### config.mk
export PLATFORM = sky130hd
export DESIGN_NAME = kci_div
export DESIGN_NICKNAME = d
export VERILOG_FILES = /design/src/hw/rtl/kci_pkg.sv /design/src/hw/rtl/kci_div.sv
export SDC_FILE = /design/constraint.sdc
export NUM_CORES = 1
export LEC_CHECK = 0
export BUFFER_PORTS_ARGS = -buffer_cell sky130_fd_sc_hd__buf_4
export CORE_ASPECT_RATIO = 1.4
export CORE_MARGIN = 4
export CORE_UTILIZATION = 30
export CTS_BUF_LIST = sky130_fd_sc_hd__clkbuf_8
export CTS_CLUSTER_SIZE = 24
export DETAILED_ROUTE_END_ITERATION = 7
export PLACE_DENSITY = 0.54
export SETUP_SLACK_MARGIN = 0.3
export SLEW_MARGIN = 5
export SYNTH_ARGS = -nofsm -noshare
export SYNTH_HDL_FRONTEND = slang
export SYNTH_SLANG_ARGS = --single-unit
### constraint.sdc
create_clock -name clock -period 2.6 [get_ports clock]
set_clock_uncertainty 0.15 [all_clocks]
set_input_delay 0.26 -clock clock [delete_from_list [all_inputs] [get_ports clock]]
set_output_delay 0.26 -clock clock [all_outputs]
set_load 0.05 [all_outputs]
### src/hw/rtl/kci_pkg.sv
package kci_pkg;

   localparam int MAX_KEYS = 64;
   localparam int ADDR_W = $clog2(MAX_KEYS);
   localparam int CNT_W = $clog2(MAX_KEYS + 1);
   localparam int ACC_W = 40;
   localparam int DIV_N_W = 48;
   localparam int DIV_D_W = 33;
   localparam int DIV_CNT_W = $clog2(DIV_N_W);
   localparam int U_W = 16;

   typedef enum logic {
      CMD_INSERT = 1'b0,
      CMD_EVAL   = 1'b1
   } cmd_type;

   typedef enum logic [1:0] {
      TAN_CONST   = 2'd0,
      TAN_LINEAR  = 2'd1,
      TAN_HERMITE = 2'd2,
      TAN_CATMULL = 2'd3
   } tangent_type;

   typedef enum logic [1:0] {
      WRAP_ONCE = 2'd0,
      WRAP_LOOP = 2'd1,
      WRAP_TRIP = 2'd2
   } wrap_type;

   typedef enum logic {
      CSR_WRAP_MODE     = 1'b0,
      CSR_DEFAULT_VALUE = 1'b1
   } csr_index_type;

   typedef enum logic [4:0] {
      ST_IDLE,
      ST_INS_RD,
      ST_INS_CMP,
      ST_INS_PUT,
      ST_EV_LRD,
      ST_EV_L,
      ST_EV_WDIV,
      ST_EV_0RD,
      ST_EV_0,
      ST_EV_SRD,
      ST_EV_S,
      ST_EV_K1RD,
      ST_EV_K1,
      ST_EV_PRD,
      ST_EV_P,
      ST_EV_NRD,
      ST_EV_N,
      ST_EV_UDIV,
      ST_EV_SETUP,
      ST_EV_MUL,
      ST_EV_ADD,
      ST_EV_WRES,
      ST_RESP
   } state_type;

   typedef struct packed {
      logic               command;
      logic signed [31:0] key_time;
      logic signed [31:0] key_value;
      logic [1:0]         tangent_mode;
      logic signed [31:0] tangent_slope;
   } req_type;

   typedef struct packed {
      logic signed [31:0] curve_value;
      logic               status;
   } rsp_type;

   typedef struct packed {
      logic signed [31:0] ktime;
      logic signed [31:0] kvalue;
      tangent_type        rmode;
      logic signed [31:0] rslope;
      tangent_type        lmode;
      logic signed [31:0] lslope;
   } entry_type;

   typedef struct packed {
      logic               start;
      logic [DIV_N_W-1:0] dividend;
      logic [DIV_D_W-1:0] divisor;
   } div_req_type;

   typedef struct packed {
      logic               busy;
      logic               done;
      logic [DIV_N_W-1:0] quot;
      logic [DIV_D_W-1:0] rem;
   } div_rsp_type;

   function automatic logic signed [31:0] sat32(input logic signed [ACC_W-1:0] v);
      logic signed [ACC_W-1:0] hi;
      logic signed [ACC_W-1:0] lo;
      hi = ACC_W'(32'sh7fffffff);
      lo = ACC_W'(-32'sh7fffffff - 32'sd1);
      if (v > hi) begin
         return 32'sh7fffffff;
      end else if (v < lo) begin
         return -32'sh7fffffff - 32'sd1;
      end
      return v[31:0];
   endfunction

   function automatic logic signed [31:0] neg_sat(input logic signed [31:0] v);
      if (v == (-32'sh7fffffff - 32'sd1)) begin
         return 32'sh7fffffff;
      end
      return -v;
   endfunction

   function automatic logic signed [ACC_W-1:0] sxa(input logic signed [31:0] v);
      return {{(ACC_W-32){v[31]}}, v};
   endfunction

   function automatic logic signed [33:0] sx34(input logic signed [31:0] v);
      return {{2{v[31]}}, v};
   endfunction

   function automatic logic signed [32:0] sx33(input logic signed [31:0] v);
      return {v[31], v};
   endfunction

endpackage

### src/hw/rtl/kci_div.sv
module kci_div (
   input  logic                 clock,
   input  logic                 reset,
   input  kci_pkg::div_req_type div_req,
   output kci_pkg::div_rsp_type div_rsp
);

   logic                          busy_ff, busy_in;
   logic                          done_ff, done_in;
   logic [kci_pkg::DIV_CNT_W-1:0] cnt_ff, cnt_in;
   logic [kci_pkg::DIV_D_W-1:0]   rem_ff, rem_in;
   logic [kci_pkg::DIV_N_W-1:0]   quot_ff, quot_in;
   logic [kci_pkg::DIV_D_W-1:0]   d_ff, d_in;
   logic [kci_pkg::DIV_D_W:0]     shifted;
   logic                          ge;

   assign shifted = {rem_ff, quot_ff[kci_pkg::DIV_N_W-1]};
   assign ge = shifted >= {1'b0, d_ff};

   always_comb begin
      busy_in = busy_ff;
      done_in = 1'b0;
      cnt_in = cnt_ff;
      rem_in = rem_ff;
      quot_in = quot_ff;
      d_in = d_ff;
      if (div_req.start && !busy_ff) begin
         busy_in = 1'b1;
         cnt_in = kci_pkg::DIV_CNT_W'(kci_pkg::DIV_N_W - 1);
         rem_in = '0;
         quot_in = div_req.dividend;
         d_in = div_req.divisor;
      end else if (busy_ff) begin
         // one quotient bit per cycle
         if (ge) begin
            rem_in = kci_pkg::DIV_D_W'(shifted - {1'b0, d_ff});
         end else begin
            rem_in = shifted[kci_pkg::DIV_D_W-1:0];
         end
         quot_in = {quot_ff[kci_pkg::DIV_N_W-2:0], ge};
         if (cnt_ff == '0) begin
            busy_in = 1'b0;
            done_in = 1'b1;
         end else begin
            cnt_in = cnt_ff - 1'b1;
         end
      end
   end

   always_ff @(posedge clock) begin
      if (reset) begin
         busy_ff <= 1'b0;
         done_ff <= 1'b0;
      end else begin
         busy_ff <= busy_in;
         done_ff <= done_in;
      end
      cnt_ff <= cnt_in;
      rem_ff <= rem_in;
      quot_ff <= quot_in;
      d_ff <= d_in;
   end

   assign div_rsp.busy = busy_ff;
   assign div_rsp.done = done_ff;
   assign div_rsp.quot = quot_ff;
   assign div_rsp.rem = rem_ff;

endmodule

==> impl_metrics.toml <==
[yosys]
synth-seq-cells = 122
ys.flop_type = "edfxtp_1"
syn_area_um2 = 6500
yosys-top-cells-area = "edfxtp_1, dfxtp_1, nand2_1"
async_flop_share_pct = 0
syn_inst = 689
synth_edf_count = 81
synth_nets = 809
syn_area_per_cell_um2 = 9.44
synth_area_leader_cell = "edfxtp_1"
yosysSeqAreaShare_pct = 50.0
yosys_warnings = 0
yosys.area.top_type_share_pct = 37.4
synth_cell_types = 56

[global_route]
gr-max-usage-layer = "met2"
met2_usage_pct = 31.8
antenna_found_initial = 0
grt.met3_usage_pct = 5.38
grt_pass1_vias = 6682
grt_max_degree = 53
grtUsageTotal_pct = 17.0
grt_pass1_wl_um = 33000
grt.overflow.total = 0
grt.met1_usage_pct = 18.2

[sta]
grt_setup_unrepaired = "yes"
worst_slack_ns = -0.279
slew_headroom_pct = 60.4
period_share_pct = 111
slew_viol_final = 0
finalSetupViolations = 34
final-hold-violation-count = 0
fmax_mhz = 347
hold_slack_ns = 0.355
tightest_slew_ns = 0.594
post-route-min-period_ns = 2.88

[setup_path]
cp.arrival_ns = 3.08
path_buf_inv = 3
critPathMaxFanout = 9
cp_slowest_cell = "edfxtp_1"
required_ns = 2.80
crit_path_cell_trace = "inv_1 > ha_2 > inv_2 > fa_2 > a21oi_4 > o21ai_2 > a21oi_2 > a21bo_2 > o41ai_4 > a31oi_4 > buf_12 > mux2_4 > a22o_1"
crit_family = "compound AO/OA/AOI/OAI gates"
worst_setup_path_end_kind = "flop"
cpPeakStageDelay_ns = 0.38
worstSetupPathType = "reg2reg"
start_kind = "flop"

[detailed_routing]
drt-initial-drc-count = 230
num_vias = 6371
wl_per_cell_um = 15.5
wirelength_um = 20900
first_pass_iters = 4
drc = 0
drt-vias-per-instance = 4.73
ant_nets = 0

[clocking]
clock-root-buffer = "clkbuf_8"
htree_levels = 4
cts_buffer_depth = 2
cts_buffers = 17
clk_latency_ns = 0.46
clk_pin_slew_ns = 0.08
cts_tree = "built"
clock-sinks = 122

[layout]
areaGrowthSynthToFinish_pct = 66.1
diodes = 0
stdcell_count = 1347
drive_gt1_share_pct = 38.6
fin_nets = 1194

[placement]
port_buffers = 166
dpl.cell_count = 1219
dp_slack_ns = -0.376
place_congestion = 0.813
dp_hpwl_um = 14500

[outcome]
outcome = "complete, but fails checks"
violations = "setup timing"

[die]
pin_count = 167
initial_core_util_pct = 30.6
fp-row-count = 63
core_um2 = 21300
floorplan.die.width_um = 132
die_y_um = 182
die-area_um2 = 24100

[pwr]
power_mw = 11.5
p_leak_nw = 5.04
powerDensity_nw_per_um2 = 1070
ir_worst_vdd_uv = 402

[min_path]
hp-class = "reg2reg"

[flow_run]
cap_violations = 0
==> cell type report <==
class | instances | area, um2
Clock buffer | 17 | 234
Clock inverter | 15 | 154
Fill cell | 1976 | 10500
Inverter | 47 | 180
Multi-Input combinational cell | 490 | 3260
Sequential cell | 122 | 3250
Tap cell | 260 | 325
Timing Repair Buffer | 396 | 3390
==> report_power, final <==
part,total [mW],internal [mW],switching [mW]
logic,7.12,3.31,3.81
clock network,1.73,0.791,0.937
registers,2.69,2.47,0.221
==> state kept, by name, indices dropped and copies added, names as in the netlist <==
register,flops
d_ff,33
busy_ff,1
done_ff,1
rem_ff,33
cnt_ff,6
quot_ff,48
==> worst reg2reg max path: stages (launching register included) <==
cell      delay (ns)
edfxtp_1        0.38
inv_1           0.07
ha_2            0.18
inv_2           0.04
fa_2            0.37
a21oi_4         0.15
o21ai_2         0.08
a21oi_2         0.16
a21bo_2         0.20
o41ai_4         0.10
a31oi_4         0.22
buf_12          0.20
mux2_4          0.31
a22o_1          0.17
==> through the flow <==
stage                     instance area [um2]  utilization, %  TNS (ns)
after floorplan                          6540               -    -13.97
after global placement                   9030            42.4     -8.88
after detailed placement                 9030            42.4    -10.03
after CTS                               10500            49.5     -6.50
after global routing                    10800            50.7    -11.00
final                                   10800            50.7     -6.18
==> logic make-up (layout without fill, tap and decap cells) <==
logic type,count (synthesis),count (layout),share of synthesized area [%]
and+or+nand+nor,259,259,16.7
adders and majority gates,36,36,7.04
AOI/OAI and AO/OA,159,159,16.4
buffers and inverters,77,475,4.87
xor gates and xnor gates,33,33,4.44
DFF,122,122,50.0
muxes,3,3,0.539
==> per-layer routing <==
layer,wire length (um),part of all wire [%]
met1,8240,39
met2,11100,53
met3,1290,6.2
met4,280,1.3
met5,0,0
==> cell usage in the layout (no fill, tap or decap), types with 15 or more instances in the layout <==
cell type,Yosys,layout
a21oi_1,39,32
a22o_1,21,21
buf_4,5,291
clkbuf_8,0,17
dfxtp_1,41,40
dlygate4sd3_1,0,83
edfxtp_1,81,81
ha_1,35,32
inv_1,46,43
nand2_1,195,183
nor2_1,21,18
o21ai_0,18,15
o21ai_2,0,22
xnor2_1,16,16
xor2_1,17,16
==> synthesized netlist by cell type, drive strengths merged (5+ instances only) <==
| cell | instances |
|---|---|
| nand2 | 195 |
| edfxtp | 81 |
| inv | 47 |
| o21ai | 47 |
| dfxtp | 41 |
| a21oi | 39 |
| ha | 35 |
| clkbuf | 23 |
| nor2 | 22 |
| a22o | 21 |
| xor2 | 17 |
| xnor2 | 16 |
| a31oi | 8 |
| a32oi | 7 |
| buf | 7 |
| nand4 | 6 |
| nor2b | 6 |
| nor3 | 6 |
| a211oi | 5 |
| nand3 | 5 |
==> path summary, 6_finish.rpt <==
| kind | startpoint | to | slack, ns | cells past startpoint |
|---|---|---|---|---|
| max | quot_ff[47] | rem_ff[1] | -0.28 | 13 |
| max reg2reg | quot_ff[47] | rem_ff[1] | -0.28 | 13 |
| min | cnt_ff[5] | cnt_ff[5] | 0.35 | 2 |
| min reg2reg | cnt_ff[5] | cnt_ff[5] | 0.35 | 2 |
==> timing repair <==
item                                    CTS  global route
cloned                                    3             2
pin swaps                                25            14
hold buffers                             83             0
setup buffers                             6             2
endpoints found under the setup margin   34            34
endpoints found under the hold margin    84             0
resized for setup                        46            46
(Power assumes the default switching activity.)
